`src/char_lcd_nibble_port_sequencer_macros.svh`:
```
// Assertion helpers shared by the RTL
`ifndef CHAR_LCD_NIBBLE_PORT_SEQUENCER_MACROS_SVH
`define CHAR_LCD_NIBBLE_PORT_SEQUENCER_MACROS_SVH

// same-cycle implication, held off during reset
`define CLNPS_ASSERT_NOW(lbl, ante, cons, msg) \
  lbl: assert property (@(posedge clk) disable iff (!rst_n) (ante) |-> (cons)) \
    else $error(msg);

// next-cycle implication, held off during reset
`define CLNPS_ASSERT_NEXT(lbl, ante, cons, msg) \
  lbl: assert property (@(posedge clk) disable iff (!rst_n) (ante) |=> (cons)) \
    else $error(msg);

`endif

```
`src/clnps_pkg.sv`:
```
package clnps_pkg;

  localparam int unsigned COLUMNS = 16;
  localparam int unsigned ROWS    = 2;

  localparam int unsigned PC_W = 6;

  localparam logic [2:0] CMD_INSTR     = 3'd0;
  localparam logic [2:0] CMD_CHAR      = 3'd1;
  localparam logic [2:0] CMD_CURSOR    = 3'd2;
  localparam logic [2:0] CMD_CLEAR     = 3'd3;
  localparam logic [2:0] CMD_INIT      = 3'd4;
  localparam logic [2:0] CMD_BACKLIGHT = 3'd5;

  localparam logic [1:0] ST_OK        = 2'd0;
  localparam logic [1:0] ST_INVALID   = 2'd1;
  localparam logic [1:0] ST_NOT_READY = 2'd2;

  localparam logic [PC_W-1:0] PC_BYTE  = 6'd0;
  localparam logic [PC_W-1:0] PC_CLEAR = 6'd6;
  localparam logic [PC_W-1:0] PC_INIT  = 6'd12;
  localparam logic [PC_W-1:0] PC_BL    = 6'd55;
  localparam logic [PC_W-1:0] PC_MAX   = 6'd55;

  localparam logic [1:0] NS_HI    = 2'd0;
  localparam logic [1:0] NS_LO    = 2'd1;
  localparam logic [1:0] NS_CONST = 2'd2;

  localparam logic [2:0] W_0    = 3'd0;
  localparam logic [2:0] W_5    = 3'd1;
  localparam logic [2:0] W_100  = 3'd2;
  localparam logic [2:0] W_300  = 3'd3;
  localparam logic [2:0] W_2600 = 3'd4;
  localparam logic [2:0] W_5100 = 3'd5;
  localparam logic [2:0] W_100K = 3'd6;

  typedef struct packed {
    logic [1:0] nib_sel;
    logic [3:0] nib_const;
    logic       en;
    logic [2:0] wait_sel;
    logic       last;
    logic       set_init;
  } ucode_t;

  function automatic ucode_t uw(input logic [1:0] sel, input logic [3:0] nib,
                                input logic en, input logic [2:0] ws,
                                input logic last, input logic set_init);
    ucode_t w;
    w.nib_sel   = sel;
    w.nib_const = nib;
    w.en        = en;
    w.wait_sel  = ws;
    w.last      = last;
    w.set_init  = set_init;
    return w;
  endfunction

  function automatic logic [16:0] wait_lut(input logic [2:0] ws);
    logic [16:0] w;
    unique case (ws)
      W_0:     w = 17'd0;
      W_5:     w = 17'd5;
      W_100:   w = 17'd100;
      W_300:   w = 17'd300;
      W_2600:  w = 17'd2600;
      W_5100:  w = 17'd5100;
      W_100K:  w = 17'd100000;
      default: w = 17'd0;
    endcase
    return w;
  endfunction

  function automatic ucode_t rom(input logic [PC_W-1:0] pc);
    ucode_t w;
    unique case (pc)
      // byte from register
      6'd0:  w = uw(NS_HI, 4'h0, 1'b0, W_0,   1'b0, 1'b0);
      6'd1:  w = uw(NS_HI, 4'h0, 1'b1, W_5,   1'b0, 1'b0);
      6'd2:  w = uw(NS_HI, 4'h0, 1'b0, W_100, 1'b0, 1'b0);
      6'd3:  w = uw(NS_LO, 4'h0, 1'b0, W_0,   1'b0, 1'b0);
      6'd4:  w = uw(NS_LO, 4'h0, 1'b1, W_5,   1'b0, 1'b0);
      6'd5:  w = uw(NS_LO, 4'h0, 1'b0, W_100, 1'b1, 1'b0);
      // clear
      6'd6:  w = uw(NS_CONST, 4'h0, 1'b0, W_0,    1'b0, 1'b0);
      6'd7:  w = uw(NS_CONST, 4'h0, 1'b1, W_5,    1'b0, 1'b0);
      6'd8:  w = uw(NS_CONST, 4'h0, 1'b0, W_100,  1'b0, 1'b0);
      6'd9:  w = uw(NS_CONST, 4'h1, 1'b0, W_0,    1'b0, 1'b0);
      6'd10: w = uw(NS_CONST, 4'h1, 1'b1, W_5,    1'b0, 1'b0);
      6'd11: w = uw(NS_CONST, 4'h1, 1'b0, W_2600, 1'b1, 1'b0);
      // initialise: power-up wait
      6'd12: w = uw(NS_CONST, 4'h0, 1'b0, W_100K, 1'b0, 1'b0);
      // wake-up nibbles
      6'd13: w = uw(NS_CONST, 4'h3, 1'b0, W_0,    1'b0, 1'b0);
      6'd14: w = uw(NS_CONST, 4'h3, 1'b1, W_5,    1'b0, 1'b0);
      6'd15: w = uw(NS_CONST, 4'h3, 1'b0, W_5100, 1'b0, 1'b0);
      6'd16: w = uw(NS_CONST, 4'h3, 1'b0, W_0,    1'b0, 1'b0);
      6'd17: w = uw(NS_CONST, 4'h3, 1'b1, W_5,    1'b0, 1'b0);
      6'd18: w = uw(NS_CONST, 4'h3, 1'b0, W_300,  1'b0, 1'b0);
      6'd19: w = uw(NS_CONST, 4'h3, 1'b0, W_0,    1'b0, 1'b0);
      6'd20: w = uw(NS_CONST, 4'h3, 1'b1, W_5,    1'b0, 1'b0);
      6'd21: w = uw(NS_CONST, 4'h3, 1'b0, W_300,  1'b0, 1'b0);
      6'd22: w = uw(NS_CONST, 4'h2, 1'b0, W_0,    1'b0, 1'b0);
      6'd23: w = uw(NS_CONST, 4'h2, 1'b1, W_5,    1'b0, 1'b0);
      6'd24: w = uw(NS_CONST, 4'h2, 1'b0, W_300,  1'b0, 1'b0);
      // function set 0x28
      6'd25: w = uw(NS_CONST, 4'h2, 1'b0, W_0,    1'b0, 1'b0);
      6'd26: w = uw(NS_CONST, 4'h2, 1'b1, W_5,    1'b0, 1'b0);
      6'd27: w = uw(NS_CONST, 4'h2, 1'b0, W_100,  1'b0, 1'b0);
      6'd28: w = uw(NS_CONST, 4'h8, 1'b0, W_0,    1'b0, 1'b0);
      6'd29: w = uw(NS_CONST, 4'h8, 1'b1, W_5,    1'b0, 1'b0);
      6'd30: w = uw(NS_CONST, 4'h8, 1'b0, W_100,  1'b0, 1'b0);
      // display off 0x08
      6'd31: w = uw(NS_CONST, 4'h0, 1'b0, W_0,    1'b0, 1'b0);
      6'd32: w = uw(NS_CONST, 4'h0, 1'b1, W_5,    1'b0, 1'b0);
      6'd33: w = uw(NS_CONST, 4'h0, 1'b0, W_100,  1'b0, 1'b0);
      6'd34: w = uw(NS_CONST, 4'h8, 1'b0, W_0,    1'b0, 1'b0);
      6'd35: w = uw(NS_CONST, 4'h8, 1'b1, W_5,    1'b0, 1'b0);
      6'd36: w = uw(NS_CONST, 4'h8, 1'b0, W_100,  1'b0, 1'b0);
      // clear 0x01
      6'd37: w = uw(NS_CONST, 4'h0, 1'b0, W_0,    1'b0, 1'b0);
      6'd38: w = uw(NS_CONST, 4'h0, 1'b1, W_5,    1'b0, 1'b0);
      6'd39: w = uw(NS_CONST, 4'h0, 1'b0, W_100,  1'b0, 1'b0);
      6'd40: w = uw(NS_CONST, 4'h1, 1'b0, W_0,    1'b0, 1'b0);
      6'd41: w = uw(NS_CONST, 4'h1, 1'b1, W_5,    1'b0, 1'b0);
      6'd42: w = uw(NS_CONST, 4'h1, 1'b0, W_2600, 1'b0, 1'b0);
      // entry mode 0x06
      6'd43: w = uw(NS_CONST, 4'h0, 1'b0, W_0,    1'b0, 1'b0);
      6'd44: w = uw(NS_CONST, 4'h0, 1'b1, W_5,    1'b0, 1'b0);
      6'd45: w = uw(NS_CONST, 4'h0, 1'b0, W_100,  1'b0, 1'b0);
      6'd46: w = uw(NS_CONST, 4'h6, 1'b0, W_0,    1'b0, 1'b0);
      6'd47: w = uw(NS_CONST, 4'h6, 1'b1, W_5,    1'b0, 1'b0);
      6'd48: w = uw(NS_CONST, 4'h6, 1'b0, W_100,  1'b0, 1'b0);
      // display on 0x0C
      6'd49: w = uw(NS_CONST, 4'h0, 1'b0, W_0,    1'b0, 1'b0);
      6'd50: w = uw(NS_CONST, 4'h0, 1'b1, W_5,    1'b0, 1'b0);
      6'd51: w = uw(NS_CONST, 4'h0, 1'b0, W_100,  1'b0, 1'b0);
      6'd52: w = uw(NS_CONST, 4'hC, 1'b0, W_0,    1'b0, 1'b0);
      6'd53: w = uw(NS_CONST, 4'hC, 1'b1, W_5,    1'b0, 1'b0);
      6'd54: w = uw(NS_CONST, 4'hC, 1'b0, W_100,  1'b1, 1'b1);
      // backlight only
      6'd55: w = uw(NS_CONST, 4'h0, 1'b0, W_0,    1'b1, 1'b0);
      default: w = uw(NS_CONST, 4'h0, 1'b0, W_0, 1'b1, 1'b0);
    endcase
    return w;
  endfunction

endpackage

```
`src/char_lcd_nibble_port_sequencer.sv`:
```
// channel | handshake                | payload
// --------+--------------------------+----------------------------------------------
// in      | in_valid / in_stall      | in_cmd, in_value, in_col, in_row,
//         |                          | in_backlight_enable
// out     | out_valid / out_stall    | out_port_valid, out_port_byte, out_wait_us,
//         |                          | out_status, out_last
//
// One beat out per cycle unless out_stall holds it, from a microcode ROM stepped by a
// program counter: a byte op sends both nibbles, initialise the power-up program, and
// backlight and refusals a final beat only. The next op is taken once the last beat of
// the current one is in the output register. Reset (synchronous, rst_n low) sets
// backlight on and clears the initialised flag. out_stall holds a valid output register
// and freezes the sequencer; in_stall is high while an op is still being sequenced.
module char_lcd_nibble_port_sequencer
  import clnps_pkg::*;
(
  input  logic        clk,
  input  logic        rst_n,
  input  logic        in_valid,
  output logic        in_stall,
  input  logic [2:0]  in_cmd,
  input  logic [7:0]  in_value,
  input  logic [7:0]  in_col,
  input  logic [1:0]  in_row,
  input  logic        in_backlight_enable,
  output logic        out_valid,
  input  logic        out_stall,
  output logic        out_port_valid,
  output logic [7:0]  out_port_byte,
  output logic [16:0] out_wait_us,
  output logic [1:0]  out_status,
  output logic        out_last
);

  logic            busy_r, busy_nxt;
  logic [PC_W-1:0] pc_r, pc_nxt;
  logic [7:0]      byte_r, byte_nxt;
  logic            rs_r, rs_nxt;
  logic            refuse_r, refuse_nxt;
  logic [1:0]      status_r, status_nxt;
  logic            bl_r, bl_nxt;
  logic            init_r, init_nxt;

  logic            out_valid_r, out_valid_nxt;
  logic            port_valid_r, port_valid_nxt;
  logic [7:0]      port_byte_r, port_byte_nxt;
  logic [16:0]     wait_r, wait_nxt;
  logic [1:0]      ostatus_r, ostatus_nxt;
  logic            last_r, last_nxt;

  logic            in_acc;
  logic            load;
  ucode_t          uc;
  logic [3:0]      nib;
  logic [6:0]      cur_addr;
  logic            cur_bad;

  assign in_stall = busy_r;
  assign in_acc   = in_valid && !busy_r;
  assign load     = busy_r && (!out_valid_r || !out_stall);
  assign uc       = rom(pc_r);

  assign cur_addr = in_col[6:0] + {(in_row != 2'd0), 6'd0};
  assign cur_bad  = ({24'd0, in_col} >= COLUMNS) || ({30'd0, in_row} >= ROWS);

  always_comb begin
    unique case (uc.nib_sel)
      NS_HI:    nib = byte_r[7:4];
      NS_LO:    nib = byte_r[3:0];
      NS_CONST: nib = uc.nib_const;
      default:  nib = uc.nib_const;
    endcase
  end

  always_comb begin
    busy_nxt       = busy_r;
    pc_nxt         = pc_r;
    byte_nxt       = byte_r;
    rs_nxt         = rs_r;
    refuse_nxt     = refuse_r;
    status_nxt     = status_r;
    bl_nxt         = bl_r;
    init_nxt       = init_r;
    out_valid_nxt  = out_valid_r;
    port_valid_nxt = port_valid_r;
    port_byte_nxt  = port_byte_r;
    wait_nxt       = wait_r;
    ostatus_nxt    = ostatus_r;
    last_nxt       = last_r;

    if (out_valid_r && !out_stall) begin
      out_valid_nxt = 1'b0;
    end

    // step the program into the output register
    if (load) begin
      out_valid_nxt = 1'b1;
      if (refuse_r) begin
        port_valid_nxt = 1'b0;
        port_byte_nxt  = 8'd0;
        wait_nxt       = 17'd0;
        ostatus_nxt    = status_r;
        last_nxt       = 1'b1;
        busy_nxt       = 1'b0;
      end else begin
        port_valid_nxt = 1'b1;
        port_byte_nxt  = {nib, bl_r, uc.en, 1'b0, rs_r};
        wait_nxt       = wait_lut(uc.wait_sel);
        ostatus_nxt    = ST_OK;
        last_nxt       = uc.last;
        pc_nxt         = pc_r + 6'd1;
        if (uc.last) begin
          busy_nxt = 1'b0;
        end
        if (uc.set_init) begin
          init_nxt = 1'b1;
        end
      end
    end

    // dispatch a new op
    if (in_acc) begin
      busy_nxt   = 1'b1;
      refuse_nxt = 1'b0;
      status_nxt = ST_OK;
      rs_nxt     = 1'b0;
      byte_nxt   = in_value;
      pc_nxt     = PC_BYTE;
      unique case (in_cmd)
        CMD_INSTR: begin
          pc_nxt = PC_BYTE;
        end
        CMD_CHAR: begin
          rs_nxt = 1'b1;
          if (!init_r) begin
            refuse_nxt = 1'b1;
            status_nxt = ST_NOT_READY;
          end
        end
        CMD_CURSOR: begin
          byte_nxt = {1'b1, cur_addr};
          if (cur_bad) begin
            refuse_nxt = 1'b1;
            status_nxt = ST_INVALID;
          end
        end
        CMD_CLEAR: begin
          pc_nxt = PC_CLEAR;
        end
        CMD_INIT: begin
          pc_nxt = PC_INIT;
        end
        CMD_BACKLIGHT: begin
          pc_nxt = PC_BL;
          bl_nxt = in_backlight_enable;
        end
        default: begin
          refuse_nxt = 1'b1;
          status_nxt = ST_INVALID;
        end
      endcase
    end
  end

  always_ff @(posedge clk) begin
    if (!rst_n) begin
      busy_r      <= 1'b0;
      pc_r        <= PC_BYTE;
      refuse_r    <= 1'b0;
      bl_r        <= 1'b1;
      init_r      <= 1'b0;
      out_valid_r <= 1'b0;
    end else begin
      busy_r      <= busy_nxt;
      pc_r        <= pc_nxt;
      refuse_r    <= refuse_nxt;
      bl_r        <= bl_nxt;
      init_r      <= init_nxt;
      out_valid_r <= out_valid_nxt;
    end
  end

  always_ff @(posedge clk) begin
    byte_r       <= byte_nxt;
    rs_r         <= rs_nxt;
    status_r     <= status_nxt;
    port_valid_r <= port_valid_nxt;
    port_byte_r  <= port_byte_nxt;
    wait_r       <= wait_nxt;
    ostatus_r    <= ostatus_nxt;
    last_r       <= last_nxt;
  end

  assign out_valid      = out_valid_r;
  assign out_port_valid = port_valid_r;
  assign out_port_byte  = port_byte_r;
  assign out_wait_us    = wait_r;
  assign out_status     = ostatus_r;
  assign out_last       = last_r;

`include "char_lcd_nibble_port_sequencer_macros.svh"

  `CLNPS_ASSERT_NEXT(a_accept_busy, in_acc, busy_r, "accepted op did not start sequencing")
  `CLNPS_ASSERT_NOW(a_pc_range, busy_r && !refuse_r, pc_r <= PC_MAX, "program counter out of ROM")
  `CLNPS_ASSERT_NOW(a_refuse_single, out_valid_r && !port_valid_r, last_r && ostatus_r != ST_OK,
                    "refusal beat not final or carries ok status")
  `CLNPS_ASSERT_NOW(a_write_ok, out_valid_r && port_valid_r, ostatus_r == ST_OK,
                    "port write beat carries error status")
  `CLNPS_ASSERT_NEXT(a_init_done, load && !refuse_r && uc.set_init, init_r,
                     "initialised flag not set after init sequence")

endmodule

```
`config.mk`:
```
export PLATFORM = sky130hd
export DESIGN_NAME = char_lcd_nibble_port_sequencer
export DESIGN_NICKNAME = d
export VERILOG_FILES = /design/src/clnps_pkg.sv /design/src/char_lcd_nibble_port_sequencer.sv
export VERILOG_INCLUDE_DIRS = /design/src /design/src/src
export SDC_FILE = /design/constraint.sdc
export NUM_CORES = 1
export LEC_CHECK = 0
export BUFFER_PORTS_ARGS = -buffer_cell sky130_fd_sc_hd__clkbuf_2
export CAP_MARGIN = 15
export CELL_PAD_IN_SITES_DETAIL_PLACEMENT = 1
export CELL_PAD_IN_SITES_GLOBAL_PLACEMENT = 1
export CORE_MARGIN = 3
export CORE_UTILIZATION = 46
export CTS_BUF_LIST = sky130_fd_sc_hd__clkbuf_16
export CTS_CLUSTER_DIAMETER = 50
export CTS_CLUSTER_SIZE = 20
export DETAILED_ROUTE_END_ITERATION = 8
export PLACE_DENSITY_LB_ADDON = 0.1
export SKIP_CTS_REPAIR_TIMING = 1
export SLEW_MARGIN = 15
export SYNTH_ARGS = -nofsm -noshare
export SYNTH_HDL_FRONTEND = slang
export SYNTH_SLANG_ARGS = --single-unit
```
`constraint.sdc`:
```
create_clock -name clk -period 4.3 [get_ports clk]
set_clock_uncertainty 0.05 [all_clocks]
set_input_delay 0.86 -clock clk [delete_from_list [all_inputs] [get_ports clk]]
set_output_delay 0.86 -clock clk [all_outputs]
set_load 0.02 [all_outputs]
```
==> results of run 1 <==
==> stage by stage <==
stage          hold WS (ns)  setup slack (ns)  utilization [%]
3_5_place_dp         0.4647            0.8312            52.75
3_3_place_gp         0.3964            0.9357            52.75
4_1_cts              0.4805             1.051            55.08
6_report             0.4747             1.051            55.08
2_1_floorplan        0.3865             1.313                -
5_1_grt              0.5070            0.6998            55.08
==> how the worst min path moves through the flow <==
stage / start / endpoint / slack, ns / cells past startpoint
floorplan: bl_r / bl_r / 0.39 / 2
global placement: bl_r / bl_r / 0.40 / 2
detailed placement: uc[5] / out_port_byte[2] / 0.46 / 1
CTS: uc[5] / out_port_byte[2] / 0.48 / 1
global route: bl_r / bl_r / 0.51 / 2
finish: bl_r / bl_r / 0.47 / 2
==> cell families (layout without fill, tap and decap cells) <==
logic type,Yosys count,after routing,share of synthesized area [%]
AO/OA/AOI/OAI,58,58,13.77
XOR/XNOR,6,6,1.774
adder cells (fa/ha/maj),7,7,2.956
buffers and inverters,40,76,6.798
flip-flops,56,56,48.99
multiplexers,18,18,6.377
other,1,5,0.1266
AND/OR/NAND/NOR,111,111,19.21
==> cell usage after synthesis, types with 2 or more instances <==
master,n
sky130_fd_sc_hd__nor2b_1,5
sky130_fd_sc_hd__o31ai_1,4
sky130_fd_sc_hd__o311a_1,2
sky130_fd_sc_hd__nand2_1,17
sky130_fd_sc_hd__inv_1,12
sky130_fd_sc_hd__a21oi_1,16
sky130_fd_sc_hd__nand4_1,4
sky130_fd_sc_hd__o211ai_1,2
sky130_fd_sc_hd__ha_1,7
sky130_fd_sc_hd__dfxtp_1,23
sky130_fd_sc_hd__clkbuf_1,12
sky130_fd_sc_hd__nor4_1,2
sky130_fd_sc_hd__buf_6,3
sky130_fd_sc_hd__o41ai_1,2
sky130_fd_sc_hd__mux2_2,7
sky130_fd_sc_hd__or3_1,3
sky130_fd_sc_hd__xnor2_1,3
sky130_fd_sc_hd__and2_1,9
sky130_fd_sc_hd__nor2_1,34
sky130_fd_sc_hd__and3b_1,2
sky130_fd_sc_hd__o21ai_0,10
sky130_fd_sc_hd__o21a_1,2
sky130_fd_sc_hd__inv_2,2
sky130_fd_sc_hd__nand2b_1,5
sky130_fd_sc_hd__edfxtp_1,33
sky130_fd_sc_hd__a211o_1,2
sky130_fd_sc_hd__xor2_1,3
sky130_fd_sc_hd__nor3b_1,2
sky130_fd_sc_hd__a31oi_1,6
sky130_fd_sc_hd__a211oi_1,2
sky130_fd_sc_hd__mux2i_1,11
sky130_fd_sc_hd__buf_4,7
sky130_fd_sc_hd__nand3_1,13
sky130_fd_sc_hd__nor3_1,7
==> registers in the layout (all words and copies together) (netlist names) <==
signal	count
in_stall	1
out_port_byte	7
byte_r	8
status_r	2
init_r	1
out_status	2
out_wait_us	11
refuse_r	1
rs_r	1
pc_r	6
out_last	1
bl_r	1
uc	12
out_valid	1
out_port_valid	1
==> power groups by stage <==
stage	Combinational (uW)	Clock, uW	Sequential [uW]
2_1_floorplan	196	0	681
3_3_place_gp	273	0	674
3_5_place_dp	281	0	678
4_1_cts	285	400	666
5_1_grt	314	421	674
6_report	283	392	666
==> cell type report <==
cell class	instances	area, um2
Tap cell	75	93.84
Fill cell	694	2723
Sequential cell	56	1451
Multi-Input combinational cell	205	1325
Inverter	15	56.30
Timing Repair Buffer	53	270.3
Clock inverter	3	16.27
Clock buffer	5	125.1
==> layer usage <==
| layer | part of all wire, % | GRT usage (%) | vias up | wire, um |
|---|---|---|---|---|
| li1 | - | - | 1128 | - |
| met3 | 3.8 | 3.137 | 9 | 274 |
| met1 | 45 | 27.12 | 1135 | 3265 |
| met2 | 50 | 33.71 | 62 | 3599 |
| met4 | 1.6 | 6.657 | 0 | 114 |
| met5 | 0 | 0 | - | 0 |
==> worst reg2reg max path, cell delays in order, from the launching register on <==
cell                       delay [ns]
sky130_fd_sc_hd__dfxtp_1         0.88
sky130_fd_sc_hd__nor2_1          0.21
sky130_fd_sc_hd__mux2i_1         0.17
sky130_fd_sc_hd__a21oi_1         0.35
sky130_fd_sc_hd__nand2_1         0.21
sky130_fd_sc_hd__ha_1            0.42
sky130_fd_sc_hd__nand2_1         0.13
sky130_fd_sc_hd__a211oi_1        0.09
sky130_fd_sc_hd__a41o_1          0.25
sky130_fd_sc_hd__o41ai_1         0.34
==> parameters.txt, run 1 <==
Parameter                              Value

Die
  Floorplan Core Area ... 6061 um2
  Total Die Area ... 7440 um2
  Overall die width ... 86.26 um
  Site Rows ... 28
  Number of top-level pins ... 57
  Starting density of the core ... 48.89%
  Die extent in y ... 86.26 um

Synthesis
  Avg Synthesized Cell Area ... 9.976 um2
  Synth Cell Area ... 2963 um2
  Fraction of synthesized cell area taken by the top area cell type ... 33.45%
  Cells taking the most area after synthesis ... sky130_fd_sc_hd__edfxtp_1 (33%), sky130_fd_sc_hd__dfxtp_1 (16%), sky130_fd_sc_hd__nor2_1 (4.3%), sky130_fd_sc_hd__mux2i_1 (3.7%), sky130_fd_sc_hd__ha_1 (3.0%)
  Synthesis warning total ... 0
  Portion of the post-synthesis area used by sequential elements ... 48.99%
  Cell type contributing the most total cell area after synthesis ... sky130_fd_sc_hd__edfxtp_1
  Post-synth ARST share ... 0%
  Count of flip-flops with a built-in enable after synthesis ... 33
  Synth Instances ... 297
  Post-synthesis cell type count ... 57
  Most used DFF post-synth ... sky130_fd_sc_hd__edfxtp_1
  Synthesis-stage register bit count ... 56

CTS
  Inserted Clock Buffers ... 5
  TritonCTS Sinks ... 56
  Clk Latency, worst-skew pair ... 0.29 ns
  CTS max path bufs ... 2
  Post-CTS clock slew at the launch and capture registers of the worst setup and hold paths ... 0.07 ns
  TritonCTS clock tree ... yes
  Cell at the root of the clock tree ... sky130_fd_sc_hd__clkbuf_16
  Number of H-tree levels ... 2

Finish
  Commonest non-fill, non-tap cells in the layout ... sky130_fd_sc_hd__clkbuf_2 (51), sky130_fd_sc_hd__nor2_1 (34), sky130_fd_sc_hd__edfxtp_1 (33), sky130_fd_sc_hd__dfxtp_1 (23), sky130_fd_sc_hd__nand2_1 (17)
  Final Cell Area ... 3338 um2
  Post-Layout Cell Count ... 412
  Area overhead of the layout relative to synthesis ... 12.67%
  Number of nets at the end of the flow ... 369
  N_diodes ... 0
  Leading cell type in the layout, fill and taps excluded ... sky130_fd_sc_hd__clkbuf_2
  Share of layout cells above drive strength 1 ... 22.26%

Global route
  Overflow left after global routing ... 0
  Largest net degree at the start of global routing ... 28
  First-pass GRT wire length ... 11810 um
  Vias in the first global route ... 2286
  Tot GR Track Use ... 20.26%
  Antenna violations before repair ... 0

Power
  Psw ... 401.1 uW
  Net switching fraction of the power ... 29.92%
  Clock power frac ... 29.2%
  Worst ir drop on vdd ... 0.0001884 V
  Gate power share ... 21.1%
  Sequential share of power ... 49.6%
  Internal Dissipation ... 939.5 uW
  Power density over cell area ... 401.6 nW/um2
  Static Leakage ... 0.001354 uW
  Overall Power ... 1341 uW

Placed design
  Port Buffer Count ... 51
  Instance area after placement ... 3197 um2
  Final GP Congestion ... 0.8379
  Cell total after placement ... 404
  Post-DP HPWL ... 5328 um

Timing
  Setup repair after global routing missed its margin ... false
  Setup Total Neg Slack ... 0 ns
  Slew at the pin with the worst max-slew slack ... 1.118 ns
  Highest clock rate ... 0.3078 GHz
  Final period util ... 75.56%
  Number of hold violations in the final report ... 0
  Worst slew margin relative to its limit ... 25.29%
  Min Tclk post-route ... 3.249 ns
  Final Setup Violations ... 0
  Count of pins over their slew limit ... 0

Worst setup path
  Max stage delay cell, worst path ... sky130_fd_sc_hd__ha_1
  Required time at the worst-slack endpoint ... 4.44 ns
  Number of buffers and inverters on the critical path ... 1
  Depth of the worst register-to-register path ... 9
  Arrival time reported for the critical path endpoint ... 3.39 ns
  Reg2reg end ... uc[2]
  Number of cells on the critical path ... 11
  Max stage delay on crit path ... 0.42 ns
  Category of the most critical setup path ... primary input to flop
  Crit. End Element ... flop
  Setup crit start ... out_stall
  Cell occurring most often along the worst timing path ... sky130_fd_sc_hd__nand2_1
  Crit path max fanout ... 10
  Worst setup SP type ... primary input
  Reg-to-Reg Start ... refuse_r
  Worst setup slack for register-to-register paths ... 1.10 ns
  Critical path capture point ... uc[2]
  Cell breakdown of the critical path ... clkbuf_2, a21bo_1, nor2_1, mux2i_1, a21oi_1, nand2_1, ha_1, nand2_1, a211oi_1, a41o_1, o41ai_1
  Critical path's top delay family ... compound AO/OA/AOI/OAI gates

Route
  DR WL/cell ... 17.61 um
  Routed vias/inst ... 5.665
  Residual antenna-violating net count after detailed routing ... 0
  Detailed Route Iter0 Violations ... 200
  Via count of the routed design ... 2334
  Detailed Routing Iterations Pass 1 ... 4
  Wire length reported by the detailed router ... 7254 um
  Remaining DRCs ... 0

Worst hold path
  Worst hold path class ... flop to flop

Job
  Max-cap check violation count ... 0

Outcome
  Outcome ... completed
(Power assumes the default switching activity.)
==> run 2, diff against run 1 <==
CORE_UTILIZATION = 42   (was 46)
clock period = 3.3 ns   (was 4.3 ns; I/O delays follow)
==> run 2 against run 1 <==
Global-route usage down 2.0 points. Register-to-register slack worse by 0.62 ns. Sequential share of layout area shrank 1.3 points. First-iteration DRC count fell by 47%. Wire length fell by 2.1%. Critical path type unchanged. Cell area rose by 3.1%. Sequential cell count unchanged.
==> parameters.txt, run 2 (same netlist as run 1, synthesis figures left out) <==
Parameter                              Value

Outcome
  Outcome ... completed

Worst setup path
  Max stage delay on crit path ... 0.38 ns
  Required time at the worst-slack endpoint ... 3.43 ns
  Max stage delay cell, worst path ... sky130_fd_sc_hd__o41ai_1
  Cell breakdown of the critical path ... clkbuf_2, a21bo_1, or3_1, a31oi_1, and2_1, ha_1, nand2_1, a211oi_1, a41o_1, o41ai_1
  Number of buffers and inverters on the critical path ... 1
  Worst setup SP type ... primary input
  Crit. End Element ... flop
  Category of the most critical setup path ... primary input to flop
  Arrival time reported for the critical path endpoint ... 2.99 ns
  Crit path max fanout ... 10
  Critical path's top delay family ... compound AO/OA/AOI/OAI gates

Route
  Via count of the routed design ... 2360
  Detailed Routing Iterations Pass 1 ... 4
  Routed vias/inst ... 5.388
  Detailed Route Iter0 Violations ... 107
  Wire length reported by the detailed router ... 7101 um
  Remaining DRCs ... 0
  Residual antenna-violating net count after detailed routing ... 0
  DR WL/cell ... 16.21 um

CTS
  Inserted Clock Buffers ... 5
  Cell at the root of the clock tree ... sky130_fd_sc_hd__clkbuf_16
  CTS max path bufs ... 2
  TritonCTS clock tree ... yes
  TritonCTS Sinks ... 56
  Number of H-tree levels ... 2
  Post-CTS clock slew at the launch and capture registers of the worst setup and hold paths ... 0.07 ns
  Clk Latency, worst-skew pair ... 0.29 ns

Placed design
  Post-DP HPWL ... 5427 um
  Cell total after placement ... 430
  Final GP Congestion ... 0.8052
  Instance area after placement ... 3279 um2
  Port Buffer Count ... 51

Die
  Floorplan Core Area ... 6604 um2
  Total Die Area ... 8098 um2
  Starting density of the core ... 44.87%
  Number of top-level pins ... 57
  Overall die width ... 89.99 um
  Die extent in y ... 89.99 um
  Site Rows ... 29

Timing
  Slew at the pin with the worst max-slew slack ... 0.6142 ns
  Count of pins over their slew limit ... 0
  Final Setup Violations ... 0
  Number of hold violations in the final report ... 0
  Setup repair after global routing missed its margin ... false
  Final period util ... 86.56%
  Highest clock rate ... 0.3501 GHz
  Setup Total Neg Slack ... 0 ns
  Min Tclk post-route ... 2.856 ns
  Worst slew margin relative to its limit ... 59.05%

Worst hold path
  Worst hold path class ... flop to flop

Global route
  Vias in the first global route ... 2384
  Overflow left after global routing ... 0
  First-pass GRT wire length ... 11960 um
  Tot GR Track Use ... 18.27%
  Largest net degree at the start of global routing ... 23
  Antenna violations before repair ... 0

Finish
  N_diodes ... 0
  Commonest non-fill, non-tap cells in the layout ... sky130_fd_sc_hd__clkbuf_2 (51), sky130_fd_sc_hd__nor2_1 (34), sky130_fd_sc_hd__edfxtp_1 (33), sky130_fd_sc_hd__dfxtp_1 (23), sky130_fd_sc_hd__nand2_1 (17)
  Largest register FFs ... 12
  Post-Layout Cell Count ... 438
  Final Cell Area ... 3442 um2
  Share of layout cells above drive strength 1 ... 24.35%
  Filler instances ... 771
  Number of nets at the end of the flow ... 377
  Leading cell type in the layout, fill and taps excluded ... sky130_fd_sc_hd__clkbuf_2
  Utilization of the core after routing ... 52.12%
  Area overhead of the layout relative to synthesis ... 16.17%

Power
  Power density over cell area ... 527.7 nW/um2
  Static Leakage ... 0.001402 uW
  Worst ir drop on vdd ... 0.0002225 V
  Overall Power ... 1816 uW

Job
  Max-cap check violation count ... 0
run 2: changes by cell type in the layout (fill, tap and decap cells not counted):
cell and delta:
sky130_fd_sc_hd__buf_4 +8, sky130_fd_sc_hd__clkbuf_16 +1, sky130_fd_sc_hd__clkinv_4 -1, sky130_fd_sc_hd__inv_1 -1, sky130_fd_sc_hd__inv_6 +1
run 2: final timing paths:
kind	startpoint	to	slack (ns)	depth (start not counted)
setup / recovery	out_stall	uc[2]	0.44	10
hold / removal	bl_r	bl_r	0.42	2
setup reg to reg	in_stall	uc[2]	0.48	9
hold reg to reg	bl_r	bl_r	0.42	2
run 2: worst reg2reg max path: stages, from the launching register on:
cell and delay [ns]:
sky130_fd_sc_hd__dfxtp_1 0.38, sky130_fd_sc_hd__a21bo_1 0.34, sky130_fd_sc_hd__or3_1 0.36, sky130_fd_sc_hd__a31oi_1 0.25, sky130_fd_sc_hd__and2_1 0.22, sky130_fd_sc_hd__ha_1 0.31, sky130_fd_sc_hd__nand2_1 0.11, sky130_fd_sc_hd__a211oi_1 0.07
sky130_fd_sc_hd__a41o_1 0.23, sky130_fd_sc_hd__o41ai_1 0.38
run 2: layer usage:
metal,routed length [um],GRT usage [%],vias up
met4,105,7.398,0
met1,3280,23.71,1154
met2,3442,31.02,56
li1,-,-,1144
met3,273,2.254,6
met5,0,0,-
run 2: stage by stage:
step	worst slack, ns	hold WS, ns
after floorplan	0.5134	0.3865
after global placement	0.2599	0.3978
after detailed placement	0.1300	0.4106
after CTS	0.4203	0.4236
after global routing	0.1624	0.4687
final	0.4435	0.4211
run 2: cell type report:
type | count | area [um2] | area share, %
tap | 93 | 116.4 | 3.381
clock buffer | 6 | 150.1 | 4.362
multi-input combinational | 205 | 1325 | 38.50
timing repair buffer | 61 | 330.3 | 9.597
clock inverter | 2 | 12.51 | 0.3635
sequential | 56 | 1451 | 42.17
inverter | 15 | 56.30 | 1.636
run 2: report_power, final:
group          internal [uW]  total [uW]  switching, uW
registers                816         864           47.6
clock network            328         574            246
logic                    140         379            239
total                   1280        1820            532
